===== src/hdl/ppdc_pkg.sv =====
// Shared types and constants for the push/pop discipline checker.
// Used by ppdc_cell, ppdc_ctrl and push_pop_discipline_checker. No dependencies.
`default_nettype none

package ppdc_pkg;

    localparam int DEPTH   = 1024;
    localparam int IDX_W   = $clog2(DEPTH);
    localparam int CNT_W   = IDX_W + 1;
    localparam int VALUE_W = 32;

    // Operation codes of a request (code 3 leaves the state alone)
    typedef enum logic [1:0] {
        OP_PUSH  = 2'd0,
        OP_POP   = 2'd1,
        OP_CLEAR = 2'd2
    } t_op;

    // Verdict codes
    typedef enum logic [2:0] {
        V_IMPOSSIBLE = 3'd0,
        V_NOT_SURE   = 3'd1,
        V_STACK      = 3'd2,
        V_QUEUE      = 3'd3,
        V_PRIO       = 3'd4
    } t_verdict;

    // One entry of each shadow structure held by a cell
    typedef struct packed {
        logic signed [VALUE_W-1:0] stk;
        logic signed [VALUE_W-1:0] fifo;
        logic signed [VALUE_W-1:0] prio;
    } t_slot;

    // Broadcast command from the controller to every cell
    typedef struct packed {
        logic                      push_stk;
        logic                      pop_stk;
        logic                      push_fifo;
        logic                      pop_fifo;
        logic                      push_prio;
        logic                      pop_prio;
        logic signed [VALUE_W-1:0] key;
        logic [CNT_W-1:0]          fifo_cnt;
        logic [CNT_W-1:0]          prio_cnt;
    } t_cmd;

endpackage

`default_nettype wire


===== src/hdl/ppdc_ctrl.sv =====
// Controller: counts, discipline flags, overflow flag, verdict and handshake.
// Drives the broadcast command of the cell chain. Depends on ppdc_pkg.
`default_nettype none

module ppdc_ctrl (
    input  wire                               i_clk,
    input  wire                               i_rst_n,
    input  wire                               i_in_valid,
    output logic                              o_in_ready,
    input  wire [1:0]                         i_operation,
    input  wire signed [ppdc_pkg::VALUE_W-1:0] i_value,
    input  ppdc_pkg::t_slot                   i_head,
    output ppdc_pkg::t_cmd                    o_cmd,
    output logic                              o_out_valid,
    input  wire                               i_out_ready,
    output logic [2:0]                        o_verdict,
    output logic                              o_overflow
);

    localparam logic [ppdc_pkg::CNT_W-1:0] FULL = ppdc_pkg::CNT_W'(ppdc_pkg::DEPTH);

    logic [ppdc_pkg::CNT_W-1:0] r_stk_cnt, n_stk_cnt;
    logic [ppdc_pkg::CNT_W-1:0] r_fifo_cnt, n_fifo_cnt;
    logic [ppdc_pkg::CNT_W-1:0] r_prio_cnt, n_prio_cnt;
    logic                       r_lifo, n_lifo;
    logic                       r_fifo, n_fifo;
    logic                       r_prio, n_prio;
    logic                       r_ovf, n_ovf;
    logic                       r_out_valid;
    ppdc_pkg::t_verdict         r_verdict, n_verdict;
    logic                       r_ovf_out;
    logic                       w_accept;

    // Take a request whenever the result register is free or being drained
    assign o_in_ready  = !r_out_valid || i_out_ready;
    assign w_accept    = i_in_valid && o_in_ready;
    assign o_out_valid = r_out_valid;
    assign o_verdict   = r_verdict;
    assign o_overflow  = r_ovf_out;

    // Decode the request into count updates and cell shifts
    always_comb begin
        n_stk_cnt  = r_stk_cnt;
        n_fifo_cnt = r_fifo_cnt;
        n_prio_cnt = r_prio_cnt;
        n_lifo     = r_lifo;
        n_fifo     = r_fifo;
        n_prio     = r_prio;
        n_ovf      = r_ovf;
        o_cmd           = '0;
        o_cmd.key       = i_value;
        o_cmd.fifo_cnt  = r_fifo_cnt;
        o_cmd.prio_cnt  = r_prio_cnt;
        if (w_accept) begin
            case (i_operation)
                ppdc_pkg::OP_PUSH: begin
                    if (r_lifo) begin
                        if (r_stk_cnt != FULL) begin
                            o_cmd.push_stk = 1'b1;
                            n_stk_cnt      = r_stk_cnt + 1'b1;
                        end else begin
                            n_ovf = 1'b1;
                        end
                    end
                    if (r_fifo) begin
                        if (r_fifo_cnt != FULL) begin
                            o_cmd.push_fifo = 1'b1;
                            n_fifo_cnt      = r_fifo_cnt + 1'b1;
                        end else begin
                            n_ovf = 1'b1;
                        end
                    end
                    if (r_prio) begin
                        if (r_prio_cnt != FULL) begin
                            o_cmd.push_prio = 1'b1;
                            n_prio_cnt      = r_prio_cnt + 1'b1;
                        end else begin
                            n_ovf = 1'b1;
                        end
                    end
                end
                ppdc_pkg::OP_POP: begin
                    if (r_lifo) begin
                        if (r_stk_cnt == '0 || i_head.stk != i_value) begin
                            n_lifo = 1'b0;
                        end else begin
                            o_cmd.pop_stk = 1'b1;
                            n_stk_cnt     = r_stk_cnt - 1'b1;
                        end
                    end
                    if (r_fifo) begin
                        if (r_fifo_cnt == '0 || i_head.fifo != i_value) begin
                            n_fifo = 1'b0;
                        end else begin
                            o_cmd.pop_fifo = 1'b1;
                            n_fifo_cnt     = r_fifo_cnt - 1'b1;
                        end
                    end
                    if (r_prio) begin
                        if (r_prio_cnt == '0 || i_head.prio != i_value) begin
                            n_prio = 1'b0;
                        end else begin
                            o_cmd.pop_prio = 1'b1;
                            n_prio_cnt     = r_prio_cnt - 1'b1;
                        end
                    end
                end
                ppdc_pkg::OP_CLEAR: begin
                    n_stk_cnt  = '0;
                    n_fifo_cnt = '0;
                    n_prio_cnt = '0;
                    n_lifo     = 1'b1;
                    n_fifo     = 1'b1;
                    n_prio     = 1'b1;
                    n_ovf      = 1'b0;
                end
                default: begin
                end
            endcase
        end
    end

    // Form the verdict from the updated flags
    always_comb begin
        case ({n_lifo, n_fifo, n_prio})
            3'b000:  n_verdict = ppdc_pkg::V_IMPOSSIBLE;
            3'b100:  n_verdict = ppdc_pkg::V_STACK;
            3'b010:  n_verdict = ppdc_pkg::V_QUEUE;
            3'b001:  n_verdict = ppdc_pkg::V_PRIO;
            default: n_verdict = ppdc_pkg::V_NOT_SURE;
        endcase
    end

    // Advance control state and the result register
    always_ff @(posedge i_clk) begin
        if (!i_rst_n) begin
            r_stk_cnt   <= '0;
            r_fifo_cnt  <= '0;
            r_prio_cnt  <= '0;
            r_lifo      <= 1'b1;
            r_fifo      <= 1'b1;
            r_prio      <= 1'b1;
            r_ovf       <= 1'b0;
            r_out_valid <= 1'b0;
        end else begin
            r_stk_cnt  <= n_stk_cnt;
            r_fifo_cnt <= n_fifo_cnt;
            r_prio_cnt <= n_prio_cnt;
            r_lifo     <= n_lifo;
            r_fifo     <= n_fifo;
            r_prio     <= n_prio;
            r_ovf      <= n_ovf;
            if (w_accept) begin
                r_out_valid <= 1'b1;
            end else if (i_out_ready) begin
                r_out_valid <= 1'b0;
            end
        end
    end

    // Capture the result payload of an accepted request
    always_ff @(posedge i_clk) begin
        if (w_accept) begin
            r_verdict <= n_verdict;
            r_ovf_out <= n_ovf;
        end
    end

endmodule

`default_nettype wire


===== config.mk =====
export PLATFORM = sky130hd
export DESIGN_NAME = ppdc_ctrl
export DESIGN_NICKNAME = d
export VERILOG_FILES = /design/src/hdl/ppdc_pkg.sv /design/src/hdl/ppdc_ctrl.sv
export SDC_FILE = /design/constraint.sdc
export NUM_CORES = 1
export LEC_CHECK = 0
export BUFFER_PORTS_ARGS = -buffer_cell sky130_fd_sc_hd__buf_2
export CAP_MARGIN = 20
export CORE_ASPECT_RATIO = 0.5
export CORE_MARGIN = 2
export CORE_UTILIZATION = 39
export DETAILED_ROUTE_END_ITERATION = 10
export PLACE_DENSITY = 0.75
export SLEW_MARGIN = 20
export SYNTH_ARGS = -nofsm -noshare
export SYNTH_HDL_FRONTEND = slang
export SYNTH_SLANG_ARGS = --single-unit

===== constraint.sdc =====
create_clock -name i_clk -period 3.44 [get_ports i_clk]
set_input_delay 0.344 -clock i_clk [delete_from_list [all_inputs] [get_ports i_clk]]
set_output_delay 0.344 -clock i_clk [all_outputs]
set_load 0.03 [all_outputs]

Word-level counts from Yosys, hierarchy flattened. Cells that the tools add are included.

Latch bits: 0. Memories: 0. Input port bits: 134. Output and inout port bits: 66. Bits in registers: 42. Bits in read-only memories: 0. Bits in writable memories: 0.

$lt $le $gt $ge: 0. Bitwise logic cells: 0. Add/subtract/negate cells: 6. Reductions and logical operators: 16. Shift operators: 0. Equality and inequality tests: 23. Divide/modulo/power cells: 0. Multipliers: 0. Multiplexer cells: 51.

Operator list (number): $mux W11 (12); $pmux W11 S3 (3); $ne A32 B32 Y1 (3); $add A11 B1 Y11 const B (3); $logic_not A11 Y1 (3); $ne A11 B11 Y1 const B (3); $sub A11 B1 Y11 const B (3); $mux W1 (30); $ne A2 B2 Y1 const B (12); $reduce_and A6 Y1 (3); $pmux W3 S4 (1); $pmux W1 S2 (4); $mux W6 (1); $logic_or A1 B1 Y1 (4); $eq A3 B1 Y1 const B (1); $eq A3 B2 Y1 const B (1); $eq A3 B3 Y1 const B (1); $logic_not A3 Y1 (1); $reduce_bool A3 Y1 (1); $eq A2 B1 Y1 const B (1); $eq A2 B2 Y1 const B (1); $logic_not A2 Y1 (1); $reduce_bool A2 Y1 (1); $logic_and A1 B1 Y1 (1); $logic_not A1 Y1 (1).

Logic depth before layout (Yosys ltp).
Depth after elaboration: 9. Depth in mapped cells: 10. Mapped depth without buffers: 10.

Least setup slack after synthesis. No wires, ideal clock.

Path kind: input -> register. Start: input i_operation[1]. End: register r_fifo_cnt[10] (netlist name). Path slack: 0.269 ns. Data required time: 3.366 ns. Stages on the path: 10. Setup time: 0.074 ns. Arrival: 3.097 ns. Cells stage by stage: inv_1 ha_1 ha_1 a21oi_1 o221ai_1 a2111oi_0 nor3_1 xnor2_1 or4_1 a31oi_1.

Word-level cells in the longest chain between the ends: 3. Elaborated cells between the ends (all ways): 10. Classes of those cells: eq/ne: 6; mux: 1; reduce/logical: 3.

RTL lines: from (decl) (line ppdc_ctrl.sv:10) `input wire [1:0] i_operation,`; $eq A2 B1 Y1, or another cell as far along (line ppdc_ctrl.sv:55) `case (i_operation)`; $ne A2 B2 Y1 (no source line) / $reduce_bool A3 Y1 (equally long branches); $reduce_and A6 Y1 (no source line); to (signal assigned) (line ppdc_ctrl.sv:147) `r_fifo_cnt <= n_fifo_cnt;`; to (decl) (line ppdc_ctrl.sv:23) `logic [ppdc_pkg::CNT_W-1:0] r_fifo_cnt, n_fifo_cnt;`.

Several ways; a longest one is shown, not always the timed one. A chain may end at the register's enable or synchronous reset.

Final worst setup path.
Start: input i_operation[1]. End: register r_stk_cnt[10] (netlist name).

Word-level cells in the longest chain between the ends: 3. Elaborated cells between the ends (all ways): 10. Classes of those cells: eq/ne: 6; mux: 1; reduce/logical: 3.

RTL lines: $eq A2 B1 Y1, or another cell as far along (line ppdc_ctrl.sv:55); $ne A2 B2 Y1 (no source line) / $reduce_bool A3 Y1 (equally long branches); $reduce_and A6 Y1 (no source line); to (signal assigned) (line ppdc_ctrl.sv:146) `r_stk_cnt <= n_stk_cnt;`; to (decl) (line ppdc_ctrl.sv:22) `logic [ppdc_pkg::CNT_W-1:0] r_stk_cnt, n_stk_cnt;`.

Several ways; a longest one is shown, not always the timed one.

==> flow_summary.json <==
{
  "fin_nets": 870,
  "detail-route-antenna-nets": 0,
  "sequentialPowerShare": 0.338,
  "fin_skew_ns": 0.00811,
  "setup_viol": 0,
  "maxCapViolations": 0,
  "syn_inst": 537,
  "whs_ns": 0.299,
  "period_share": 0.859,
  "cts.sinks": 42,
  "report.final.slew_viol_count": 0,
  "cts_max_level": 2,
  "hold_buffers": 0,
  "path_clk_slew_ns": 0.06,
  "die_area_um2": 12000,
  "power-per-cell-area_nw_per_um2": 300,
  "cts_resized": 0,
  "track_usage": 0.220,
  "power.net_switching_uw": 585,
  "grt_max_degree": 39,
  "routed_wl_um": 13700,
  "fmax_ghz": 0.338,
  "worstMarginPinSlew_ns": 0.982,
  "dpl.hpwl_um": 11100,
  "port_buffers": 199,
  "ys_async_sr_fraction": 0,
  "hold_path_depth": 3,
  "drc": 0,
  "drive_gt1_frac": 0.314,
  "fin_crit_ns": 2.96,
  "setup_tns_ns": 0,
  "reg2reg_depth": 7,
  "combinationalPowerShare": 0.368,
  "crit_fanout": 38,
  "crit_required_ns": 3.65,
  "ys_types": 50,
  "post-cts-setup-buffers": 0,
  "grt-ovfl-total": 0,
  "clockBufferDepth": 2,
  "grt_pass1_wl_um": 21200,
  "place_ws_ns": 0.212,
  "startpoint_type": "input pin",
  "final.setup.worst_slack_ns": 0.485,
  "synth_ff_type": "dfxtp_1",
  "fp-row-count": 27,
  "p_clk_frac": 0.294,
  "ys_seq_area_frac": 0.203,
  "fp.dieH_um": 78.6,
  "swShare": 0.361,
  "mostFrequentLayoutCells": "buf_2 (199), xnor2_1 (74), xor2_1 (49)",
  "min_path_type": "in -> reg",
  "grt_pass1_vias": 4217,
  "drtIter0Drc": 244,
  "crit_type": "in -> reg",
  "cp-end-kind": "flip-flop",
  "rsz0062_at_grt": "false",
  "ys_ff_latch": 42,
  "max-vdd-ir-drop_mv": 0.184,
  "layout.cells.most_common": "buf_2",
  "antenna_found_initial": 0,
  "status": "finished, final reports clean",
  "synthesis.area_um2": 4340,
  "synthesis.nets": 705,
  "via_count": 4422,
  "crit_arrival_ns": 3.16,
  "p_leak_nw": 2.40,
  "clk-insertion-delay-late_ns": 0.29,
  "synth_area_per_cell_um2": 8.07,
  "num_io_pins": 200,
  "slew_headroom": 0.345,
  "cts_buffers": 5,
  "routedWlPerCell_um": 16.2,
  "synth-warning-count": 0,
  "synth_edf_count": 4,
  "initial_core_util": 0.397,
  "via_per_inst": 5.21,
  "syn2layout_area_growth_pct": 24.5,
  "p_total_mw": 1.62,
  "cts_tree": "yes",
  "n_antenna_cell": 0,
  "finalHoldViolCount": 0,
  "cell_internal_pwr_mw": 1.03,
  "gp_congestion": 0.900,
  "drt-pass1-iter-count": 5,
  "core_um2": 10900,
  "die_w_um": 153,
  "nFillCells": 1091,
  "cts_root_buffer": "clkbuf_16"
}
==> state kept, by name, summed over array words and instances, names as in the netlist <==
register,count
o_out_valid,1
o_overflow,1
o_verdict,3
r_fifo,1
r_fifo_cnt,11
r_lifo,1
r_ovf,1
r_prio,1
r_prio_cnt,11
r_stk_cnt,11
==> per-layer routing <==
layer / routed length [um] / share of wire / vias to the layer above / global-route usage
li1: - / - / 2211 / -
met1: 6230 / 0.45 / 2032 / 0.295
met2: 6450 / 0.47 / 160 / 0.370
met3: 843 / 0.061 / 19 / 0.0331
met4: 214 / 0.016 / 0 / 0.0583
met5: 0 / 0 / - / 0
==> metrics by stage <==
step                instances  instance area, um^2   util
global placement          840                 5260  0.482
finish                    848                 5400  0.495
CTS                       848                 5400  0.495
detailed placement        840                 5260  0.482
global route              848                 5400  0.495
floorplan                 537                 4340      -
==> power by group through the flow <==
stage	clock [mW]	sequential (mW)	combinational, mW
final	0.475	0.547	0.596
after detailed placement	0	0.557	0.592
after global placement	0	0.557	0.584
after floorplan	0	0.582	0.365
after CTS	0.483	0.547	0.596
after global routing	0.501	0.551	0.650
==> path summary, 6_finish.rpt <==
kind,from,endpoint,slack (ns)
hold reg to reg,r_stk_cnt[5],r_stk_cnt[5],0.48
setup reg to reg,r_fifo_cnt[0],r_fifo_cnt[10],0.56
hold / removal,i_in_valid,o_out_valid,0.30
setup / recovery,i_operation[1],r_stk_cnt[10],0.48
==> final cells by class <==
class | instances | area [um^2] | area share
clock buffer | 6 | 129 | 0.0239
timing repair buffer | 205 | 1050 | 0.195
tap | 145 | 181 | 0.0336
clock inverter | 2 | 13.8 | 0.00255
multi-input combinational | 431 | 3080 | 0.570
sequential | 42 | 881 | 0.163
inverter | 17 | 63.8 | 0.0118
==> synthesized netlist by cell type, types with 2 or more instances <==
master      n  share of area
o31ai_1     9          0.016
o2111ai_1   3         0.0061
or3b_2      2         0.0040
o21a_1      4         0.0069
o31a_1      2         0.0040
clkbuf_1   12          0.010
a21oi_1    48          0.055
dfxtp_1    38           0.18
nand2_1    39          0.034
nor4_1     16          0.023
nor2_1     29          0.025
fa_1        3          0.014
or4_1       4         0.0069
or3_1      19          0.027
xnor2_1    74           0.15
a221o_1     2         0.0046
and3_1      3         0.0043
buf_4      32          0.055
inv_1      17          0.015
nand3b_1    3         0.0052
a2111oi_0   3         0.0061
ha_1       31          0.089
and2_1      2         0.0029
edfxtp_1    4          0.028
nand3_1    17          0.020
o21ai_0     8         0.0092
a31oi_1     4         0.0058
o221ai_1    3         0.0061
nor3_1     10          0.012
xor2_1     49          0.099
o21bai_1    5         0.0087
nand2b_1    3         0.0043
nor2b_1     4         0.0058
nand4_1    13          0.019
o22ai_1     3         0.0043
or3_2       2         0.0035
a21o_1      4         0.0069
==> critical path, cell delays in order <==
cell and delay, ns:
buf_2 0.10, inv_1 0.05, ha_1 0.21, buf_12 0.19
fa_1 0.43, a21oi_1 0.26, o221ai_1 0.20, a2111oi_0 0.48
nor3_1 0.15, xnor2_1 0.15, or4_1 0.40, a31oi_1 0.16
==> logic make-up (layout without fill, tap and decap cells) <==
group,count (synthesis),after routing,share of synthesized area
simple gates,170,170,0.205
xor+xnor,123,123,0.248
compound gates,103,103,0.150
buf+inv,64,230,0.0872
flops,42,42,0.203
fa+ha+maj,34,34,0.103
mux,1,1,0.00260
(Power assumes the default switching activity.)
